File: config.mk
export PLATFORM = sky130hd
export DESIGN_NAME = ntc_ctrl
export DESIGN_NICKNAME = d
export VERILOG_FILES = /design/src/rtl/ntc_pkg.sv /design/src/rtl/ntc_ctrl.sv
export VERILOG_INCLUDE_DIRS = /design/src /design/src/rtl
export SDC_FILE = /design/constraint.sdc
export NUM_CORES = 1
export LEC_CHECK = 0
export ABC_AREA = 1
export BUFFER_PORTS_ARGS = -buffer_cell sky130_fd_sc_hd__buf_4
export CORE_MARGIN = 4
export CORE_UTILIZATION = 30
export CTS_CLUSTER_SIZE = 12
export DETAILED_ROUTE_END_ITERATION = 16
export GPL_TIMING_DRIVEN = 0
export RECOVER_POWER = 50
export SLEW_MARGIN = 20
export SYNTH_ARGS = -nofsm -noshare
export SYNTH_HDL_FRONTEND = slang
export SYNTH_SLANG_ARGS = --single-unit
File: constraint.sdc
create_clock -name i_clk -period 2.1 [get_ports i_clk]
set_clock_uncertainty 0.05 [all_clocks]
set_input_delay 0.105 -clock i_clk [delete_from_list [all_inputs] [get_ports i_clk]]
set_output_delay 0.105 -clock i_clk [all_outputs]
set_load 0.02 [all_outputs]
File: src/rtl/nearest_target_in_view_cone_assert.svh
// Assertion macros shared by the nearest-target block.
// Included by the RTL files that check their own control logic; no other dependencies.
`ifndef NEAREST_TARGET_IN_VIEW_CONE_ASSERT_SVH
`define NEAREST_TARGET_IN_VIEW_CONE_ASSERT_SVH
`ifndef SYNTHESIS
`define NTC_ASSERT_IMP(lbl, clk, rst_n, ante, cons) \
    lbl: assert property (@(posedge clk) disable iff (!rst_n) (ante) |-> (cons)) \
        else $error("same-cycle check failed");
`define NTC_ASSERT_NXT(lbl, clk, rst_n, ante, cons) \
    lbl: assert property (@(posedge clk) disable iff (!rst_n) (ante) |=> (cons)) \
        else $error("next-cycle check failed");
`else
`define NTC_ASSERT_IMP(lbl, clk, rst_n, ante, cons)
`define NTC_ASSERT_NXT(lbl, clk, rst_n, ante, cons)
`endif
`endif

File: src/rtl/ntc_pkg.sv
// Shared types, constants and helper functions of the nearest-target block.
// Used by every module of the block; depends on nothing else.
package ntc_pkg;

    localparam int COORD_W      = 32;
    localparam int ANGLE_W      = 16;
    localparam int TRIG_F       = 16;
    localparam int TRIG_W       = TRIG_F + 2;
    localparam int PHASE_W      = 17;
    localparam int TAYLOR_TERMS = 6;
    localparam int K_W          = 3;
    localparam int ACC_W        = 34;
    localparam int DOT_W        = 50;
    localparam int LHS_W        = 100;
    localparam int DIVN_W       = 33;
    localparam int DIVD_W       = 8;
    localparam int MUL_OP_W     = 64;
    localparam int MUL_P_W      = 128;

    localparam logic [31:0] PI_Q30  = 32'hC90FDAA2;
    localparam logic [31:0] NONE_ID = 32'hFFFFFFFF;

    typedef enum logic [1:0] {ST_IDLE, ST_GO, ST_WAIT} t_state;

    typedef enum logic [3:0] {
        SP_RANGE, SP_TX, SP_TX2, SP_TS_M, SP_TS_D, SP_TC_M, SP_TC_D, SP_TFIN,
        SP_TH2, SP_UX, SP_UY, SP_DX, SP_DY, SP_AD, SP_TD, SP_DEC
    } t_step;

    typedef enum logic [1:0] {UK_NONE, UK_MUL, UK_DIV} t_unit;

    typedef struct packed {
        logic           load;
        logic           go;
        logic           wb;
        t_step          step;
        logic           ang;
        logic [K_W-1:0] k;
    } t_cmd;

    typedef struct packed {
        logic mul_done;
        logic div_done;
        logic hold;
    } t_status;

    // Which shared unit a step occupies.
    function automatic t_unit unit_of(t_step s);
        t_unit u;
        case (s)
            SP_TS_D, SP_TC_D: u = UK_DIV;
            SP_TFIN, SP_DEC:  u = UK_NONE;
            default:          u = UK_MUL;
        endcase
        return u;
    endfunction

    // Divisor of the k-th sine term: (2k)(2k+1).
    function automatic logic [DIVD_W-1:0] sin_div(logic [K_W-1:0] k);
        logic [DIVD_W-1:0] d;
        case (k)
            3'd1:    d = 8'd6;
            3'd2:    d = 8'd20;
            3'd3:    d = 8'd42;
            3'd4:    d = 8'd72;
            3'd5:    d = 8'd110;
            default: d = 8'd156;
        endcase
        return d;
    endfunction

    // Divisor of the k-th cosine term: (2k-1)(2k).
    function automatic logic [DIVD_W-1:0] cos_div(logic [K_W-1:0] k);
        logic [DIVD_W-1:0] d;
        case (k)
            3'd1:    d = 8'd2;
            3'd2:    d = 8'd12;
            3'd3:    d = 8'd30;
            3'd4:    d = 8'd56;
            3'd5:    d = 8'd90;
            default: d = 8'd132;
        endcase
        return d;
    endfunction

    // Q30 series value to the trig format: negative clears, round half up, clamp to one.
    function automatic logic [TRIG_F:0] to_trig(logic signed [ACC_W-1:0] v);
        logic [ACC_W-1:0] u;
        if (v[ACC_W-1]) begin
            u = '0;
        end else begin
            u = ($unsigned(v) + (ACC_W'(1) << (29 - TRIG_F))) >> (30 - TRIG_F);
        end
        if (u > (ACC_W'(1) << TRIG_F)) begin
            u = ACC_W'(1) << TRIG_F;
        end
        return u[TRIG_F:0];
    endfunction

endpackage

File: src/rtl/ntc_ctrl.sv
// Controller: walks the step sequence of a start word or a candidate word.
// Depends on ntc_pkg and the assertion macro header.
`include "nearest_target_in_view_cone_assert.svh"
module ntc_ctrl (
    input  logic              i_clk,
    input  logic              i_rst_n,
    input  logic              i_valid,
    input  logic              i_is_cand,
    output logic              o_ready,
    input  ntc_pkg::t_status  i_status,
    output ntc_pkg::t_cmd     o_cmd
);
    import ntc_pkg::*;

    t_state         r_state;
    t_state         n_state;
    t_step          r_step;
    t_step          n_step;
    logic           r_ang;
    logic           n_ang;
    logic [K_W-1:0] r_k;
    logic [K_W-1:0] n_k;
    t_step          w_nstep;
    logic           w_nang;
    logic [K_W-1:0] w_nk;
    logic           w_end;
    logic           w_done;

    // State register.
    always_ff @(posedge i_clk) begin
        if (!i_rst_n) begin
            r_state <= ST_IDLE;
            r_step  <= SP_RANGE;
            r_ang   <= 1'b0;
            r_k     <= K_W'(1);
        end else begin
            r_state <= n_state;
            r_step  <= n_step;
            r_ang   <= n_ang;
            r_k     <= n_k;
        end
    end

    // Successor of the current step, with the series loop and the two angles.
    always_comb begin
        w_nstep = r_step;
        w_nang  = r_ang;
        w_nk    = r_k;
        w_end   = 1'b0;
        case (r_step)
            SP_RANGE: w_nstep = SP_TX;
            SP_TX:    w_nstep = SP_TX2;
            SP_TX2:   w_nstep = SP_TS_M;
            SP_TS_M:  w_nstep = SP_TS_D;
            SP_TS_D:  w_nstep = SP_TC_M;
            SP_TC_M:  w_nstep = SP_TC_D;
            SP_TC_D: begin
                if (r_k == K_W'(TAYLOR_TERMS)) begin
                    w_nstep = SP_TFIN;
                end else begin
                    w_nk    = r_k + K_W'(1);
                    w_nstep = SP_TS_M;
                end
            end
            SP_TFIN: begin
                if (!r_ang) begin
                    w_nang  = 1'b1;
                    w_nk    = K_W'(1);
                    w_nstep = SP_TX;
                end else begin
                    w_nstep = SP_TH2;
                end
            end
            SP_UX:   w_nstep = SP_UY;
            SP_UY:   w_nstep = SP_DX;
            SP_DX:   w_nstep = SP_DY;
            SP_DY:   w_nstep = SP_AD;
            SP_AD:   w_nstep = SP_TD;
            SP_TD:   w_nstep = SP_DEC;
            default: w_end = 1'b1;
        endcase
    end

    assign w_done = (unit_of(r_step) == UK_DIV) ? i_status.div_done : i_status.mul_done;

    // Next state and commands.
    always_comb begin
        n_state     = r_state;
        n_step      = r_step;
        n_ang       = r_ang;
        n_k         = r_k;
        o_ready     = 1'b0;
        o_cmd.load  = 1'b0;
        o_cmd.go    = 1'b0;
        o_cmd.wb    = 1'b0;
        o_cmd.step  = r_step;
        o_cmd.ang   = r_ang;
        o_cmd.k     = r_k;
        case (r_state)
            ST_IDLE: begin
                o_ready = 1'b1;
                if (i_valid) begin
                    o_cmd.load = 1'b1;
                    n_step     = i_is_cand ? SP_UX : SP_RANGE;
                    n_ang      = 1'b0;
                    n_k        = K_W'(1);
                    n_state    = ST_GO;
                end
            end
            ST_GO: begin
                if (unit_of(r_step) != UK_NONE) begin
                    o_cmd.go = 1'b1;
                    n_state  = ST_WAIT;
                end else if (!((r_step == SP_DEC) && i_status.hold)) begin
                    o_cmd.wb = 1'b1;
                    n_step   = w_nstep;
                    n_ang    = w_nang;
                    n_k      = w_nk;
                    n_state  = w_end ? ST_IDLE : ST_GO;
                end
            end
            ST_WAIT: begin
                if (w_done) begin
                    o_cmd.wb = 1'b1;
                    n_step   = w_nstep;
                    n_ang    = w_nang;
                    n_k      = w_nk;
                    n_state  = w_end ? ST_IDLE : ST_GO;
                end
            end
            default: n_state = ST_IDLE;
        endcase
    end

    // A unit wait only ever follows a step that uses a unit.
    `NTC_ASSERT_IMP(a_wait_unit, i_clk, i_rst_n, r_state == ST_WAIT, unit_of(r_step) != UK_NONE)
    // A started unit is always waited for.
    `NTC_ASSERT_NXT(a_go_waits, i_clk, i_rst_n, o_cmd.go, r_state == ST_WAIT)
    // The series term index stays within the expansion.
    `NTC_ASSERT_IMP(a_k_range, i_clk, i_rst_n, r_state != ST_IDLE, (r_k >= K_W'(1)) && (r_k <= K_W'(TAYLOR_TERMS)))
    // A result is never written over one that is still waiting.
    `NTC_ASSERT_IMP(a_no_overwrite, i_clk, i_rst_n, o_cmd.wb && (r_step == SP_DEC), !i_status.hold)

endmodule

==> summary.md, run 1 <==
| Metric | Value |
|---|---|
| Grt ovf | 0 |
| Synth area leaders | dfxtp_1 22%, nand2_1 17%, nor2_1 9.8% |
| Outcome | finished, final reports clean |
| Register area share after synthesis | 21.9% |
| Max-slew violation count | 0 |
| Final hold viol count | 0 |
| Reg2reg path depth | 9 |
| TritonCTS clock tree | done |
| Placer Congestion | 0.824 |
| Setup crit start kind | register |
| Worst Hold End | r_k[0] |
| Routed wl met2 | 1040 microns |
| Max_slew headroom | 71.6% |
| Drt first pass iters | 4 |
| Die width | 63.2 microns |
| Post-synth EDFFs | 0 |
| Layout cell share with drive strength beyond 1 | 17.0% |
| Top sig layer | met4 |
| Cell Area, Synth | 915 sq um |
| Die Y | 63.2 microns |
| Seq cells post-synth | 10 |
| Final setup viols | 0 |
| Worst-Skew Late Latency | 260 ps |
| Top Ports | 19 |
| Cell variety after synth | 24 |
| DRC | 0 |
| Crit path DAT | 1660 ps |
| Leakage | 0.564 nW |
| VDD IR max | 0.620 mV |
| Setup TNS | 0 ps |
| Yosys Warn Count | 0 |
| Hold buffers post-CTS | 0 |
| Row cnt | 19 |
| Nature of the critical path endpoint | output pin |
| N_diodes | 0 |
| Root buf cell | clkbuf_4 |
| Worst path required time | 1950 ps |
| Primary FF master, synth | dfxtp_1 |
| Post-DRT Antenna Nets | 0 |
| Fillcell total | 323 |
| Path category of the worst min-delay check | in2reg |
| R2R setup slack | 320 ps |
| Met3 routed WL | 115 microns |
| Total die area | 4000 sq um |
| Setup Fix Bufs, Post-CTS | 0 |
| Avg Synthesized Cell Area | 5.90 sq um |
| Min Tclk post-route | 1810 ps |
| Placed inst area | 1080 sq um |
| GR Util All Layers | 11.1% |
| Most common cell after layout, fill and taps aside | nand2_1 |
| Critical R2R Capture | r_step[3] |
| CTS Buf Count | 3 |
| Hpwl dp | 1750 microns |
| Number of global-route vias before repair | 867 |
| Routed WL | 2180 microns |
| Met1 WL | 1010 microns |
| Measured slew at the worst slew-check pin | 426 ps |
| PD cells | 1460 nW/um^2 |
| Clk slew on worst S/H paths | 70 ps |
| Cell taking the most area after synthesis | dfxtp_1 |
| Hold Crit Start | i_rst_n |
| FMAX | 0.552 GHz |
| Vias | 971 |
| Iter 0 DRT Violations | 28 |
| Most frequent cells in the layout | 41 x nand2_1, 24 x nor2_1, 21 x inv_1, 12 x nand3_1 |
| Largest net degree at the start of global routing | 10 |
| Critical path fanouts, max | 9 |
| Final Cycle Share | 86.3% |
| Synth Instances | 155 |
| Core ar. | 2830 sq um |
| RSZ-0062 raised after global routing | false |
| Clock Tree Buf Depth | 2 |
| Nets | 190 |
| Hold depth | 2 |
| First-pass GRT wire length | 3590 microns |
| Final Instance Area | 1080 sq um |
| Per-cell routed wire length | 10.5 microns |
| Max Cap Viol | 0 |
| H-tree depth | 1 |
| Ys async rst share | 0% |
| CTS sink cnt | 10 |
| I/O Buffers | 17 |
| Initial antenna violation count | 0 |
| Post_cts resized | 0 |
| Net count after synthesis | 168 |
| Initial Util | 32.3% |
| Yosys top cell area share | 21.9% |
| Area grow syn2layout | 18.1% |
| Critical path type | reg2out |
| Vias per std cell | 4.69 |
| R2R Path Start | r_state[0] |
## per-layer routing
metal,up-vias,global-route usage [%]
met3,2,3.91
met5,-,0
met2,23,20.2
li1,528,-
met1,418,12.4
met4,0,2.43
## cell type report
| class | count | area [sq um] | area share, % |
|---|---|---|---|
| plain buffers | 4 | 23.8 | 2.20 |
| clock buffers | 4 | 36.3 | 3.36 |
| inverters | 24 | 91.3 | 8.46 |
| multi-input cells | 117 | 599 | 55.5 |
| flip-flops and latches | 10 | 200 | 18.5 |
| well taps | 31 | 38.8 | 3.59 |
| repair buffers | 17 | 90.1 | 8.34 |
## flip-flops by register name (all words and copies together) (netlist names)
register,count
r_k,3
r_state,2
r_ang,1
r_step,4
## logic make-up (layout without fill, tap and decap cells)
logic type,count (synthesis),count (layout),share of synthesized area [%]
AOI/OAI and AO/OA,16,16,9.30
and+or+nand+nor,94,94,47.1
adders and majority gates,6,6,8.21
DFF,10,10,21.9
xor gates and xnor gates,1,1,0.958
buffers and inverters,28,49,12.6
## synthesized netlist by cell type (all sizes together), types with 4 or more instances
master,number
nand2,48
nor2,27
inv,23
nand3,13
o21ai,11
dfxtp,10
ha,6
a21oi,4
buf,4
nand4,4
## per-stage QoR
step | std cells | utilization [%] | hold WS (ps) | total power [mW] | setup slack (ps)
4_1_cts | 207 | 39.5 | 171 | 1.66 | 255
3_5_place_dp | 203 | 38.2 | 462 | 1.47 | 335
6_report | 207 | 38.2 | 168 | 1.58 | 287
2_1_floorplan | 155 | - | 291 | 1.18 | 530
5_1_grt | 207 | 38.2 | 177 | 1.76 | 165
3_3_place_gp | 203 | 38.2 | 451 | 1.45 | 375
## how the worst max path moves through the flow
stage | start | endpoint | slack, ps | cells past startpoint
after floorplan | r_state[0] | r_k[2] | 530 | 13
after global placement | r_state[0] | r_step[3] | 370 | 9
after detailed placement | r_state[0] | r_step[3] | 330 | 9
after CTS | r_state[0] | o_cmd[8] | 250 | 6
after global routing | r_state[0] | o_cmd[8] | 170 | 6
final | r_state[0] | o_cmd[8] | 290 | 6
## power breakdown
group          switching (mW)  internal (mW)  total (mW)  leakage (nW)
Sequential             0.0854          0.253       0.339        0.0826
Combinational           0.714          0.353        1.07         0.460
Clock                  0.0682          0.105       0.173        0.0210
## worst max-delay path, stage by stage, from the launching register on
cell and delay [ps]:
dfxtp_1 380, inv_1 90, ha_1 280, buf_2 220, inv_1 130, a21oi_1 130
buf_4 150
No activity file was read; power rests on OpenSTA's default activity.
==> run 2, diff against run 1 <==
- CORE_ASPECT_RATIO: default -> 2
- PLACE_DENSITY_LB_ADDON: default -> 0.25
==> summary.md, run 2 (synthesis gave the netlist of run 1 again) <==
| Metric | Value |
|---|---|
| Outcome | finished, final reports clean |
| Core ar. | 2940 sq um |
| Max_slew headroom | 70.2% |
| Setup TNS | 0 ps |
| Largest Register | r_step |
| Vias | 1008 |
| DRC | 0 |
| R2R Path Start | r_state[0] |
| CTS sink cnt | 10 |
| Worst Setup SP | r_state[0] |
| Post-Place Setup Slack | 347 ps |
| Largest net degree at the start of global routing | 10 |
| Area grow syn2layout | 20.0% |
| Critical R2R Capture | r_k[2] |
| Critical path fanouts, max | 9 |
| Top Ports | 19 |
| Sw Ratio | 54.0% |
| Nets | 190 |
| P_int | 775 uW |
| Final Cycle Share | 85.3% |
| RSZ-0062 raised after global routing | false |
| Worst path required time | 1950 ps |
| Dpl cells | 202 |
| Fillcell total | 354 |
| Number of global-route vias before repair | 1052 |
| Largest register FFs | 4 |
| Drt first pass iters | 4 |
| Combinational share of power | 63.7% |
| Post-Layout Cell Count | 206 |
| Post_cts resized | 0 |
| FMAX | 0.559 GHz |
| Tot Pwr | 1.68 mW |
| Nature of the critical path endpoint | output pin |
| Row cnt | 28 |
| Worst-Skew Late Latency | 260 ps |
| Vias per std cell | 4.89 |
| CTS Buf Count | 3 |
| Path category of the worst min-delay check | in2reg |
| Worst Setup EP | o_cmd[8] |
| Top Registers | r_step x4, r_k x3, r_state x2 |
| Initial Util | 31.1% |
| Crit path DAT | 1640 ps |
| Routed WL | 2480 microns |
| Die width | 47.0 microns |
| VDD IR max | 0.578 mV |
| Leakage | 0.572 nW |
| Hold slack | 177 ps |
| Critical path type | reg2out |
| Final setup viols | 0 |
| Worst setup margin | 310 ps |
| Grt ovf | 0 |
| Hold buffers post-CTS | 0 |
| I/O Buffers | 17 |
| PD cells | 1530 nW/um^2 |
| Root buf cell | clkbuf_8 |
| Final hold viol count | 0 |
| Total die area | 4050 sq um |
| Setup crit start kind | register |
| Most frequent cells in the layout | 41 x nand2_1, 24 x nor2_1, 21 x inv_1, 12 x nand3_1 |
| Layout cell share with drive strength beyond 1 | 17.0% |
| GR Util All Layers | 14.4% |
| Max Cap Viol | 0 |
| Die Y | 86.1 microns |
| Most common cell after layout, fill and taps aside | nand2_1 |
| R2R setup slack | 360 ps |
| Hpwl dp | 1930 microns |
| Setup Fix Bufs, Post-CTS | 0 |
| Clock Tree Buf Depth | 2 |
| Placer Congestion | 0.869 |
| Seq pwr share | 20.4% |
| Min Tclk post-route | 1790 ps |
| Max-slew violation count | 0 |
| Measured slew at the worst slew-check pin | 447 ps |
| Reg2reg path depth | 13 |
| Clk slew on worst S/H paths | 60 ps |
| Post-DRT Antenna Nets | 0 |
| P_sw | 909 uW |
| Clock share of power | 15.9% |
| Iter 0 DRT Violations | 41 |
| TritonCTS clock tree | done |
| H-tree depth | 1 |
| First-pass GRT wire length | 4230 microns |
| N_diodes | 0 |
| Per-cell routed wire length | 12.0 microns |
| Initial antenna violation count | 0 |
[run 2: worst max-delay path, cell delays in order (launching register included)]
cell and delay, ps:
dfxtp_1 360, inv_1 90, ha_1 280, buf_2 220, inv_1 130, a21oi_1 140, buf_4 160
[run 2: per-stage QoR]
stage / util, % / instance area (sq um)
3_3_place_gp: 36.7 / 1080
2_1_floorplan: - / 915
3_5_place_dp: 36.7 / 1080
6_report: 37.3 / 1100
5_1_grt: 37.3 / 1100
4_1_cts: 38.6 / 1130
[run 2: layer usage]
| metal | part of all wire (%) | GRT usage (%) | wire length (microns) |
|---|---|---|---|
| met1 | 39 | 13.3 | 965 |
| met4 | 4.2 | 10.6 | 103 |
| met2 | 53 | 25.8 | 1320 |
| met3 | 3.8 | 2.10 | 94 |
| met5 | 0 | 0 | 0 |
[run 2: area by class of cell]
type / count / area [sq um] / share of cell area [%]
Sequential cell: 10 / 200 / 18.2
Inverter: 24 / 91.3 / 8.32
Buffer: 4 / 23.8 / 2.17
Tap cell: 30 / 37.5 / 3.42
Clock buffer: 4 / 55.1 / 5.02
Multi-Input combinational cell: 117 / 599 / 54.6
Timing Repair Buffer: 17 / 90.1 / 8.21
[run 2: how the worst min path moves through the flow]
stage | from | endpoint | cells after the start | slack [ps]
floorplan | i_valid | o_cmd[10] | 2 | 290
global placement | i_valid | o_cmd[10] | 4 | 450
detailed placement | i_status[0] | r_ang | 4 | 450
CTS | i_status[0] | r_ang | 4 | 180
global route | i_rst_n | r_k[0] | 2 | 200
finish | i_status[0] | r_ang | 4 | 180
[run 2: power by group through the flow]
stage          clock, mW  combinational [mW]  sequential, mW
2_1_floorplan          0               0.801           0.376
3_3_place_gp           0                1.12           0.344
3_5_place_dp           0                1.13           0.348
4_1_cts            0.269                1.14           0.343
5_1_grt            0.280                1.24           0.354
6_report           0.268                1.07           0.343
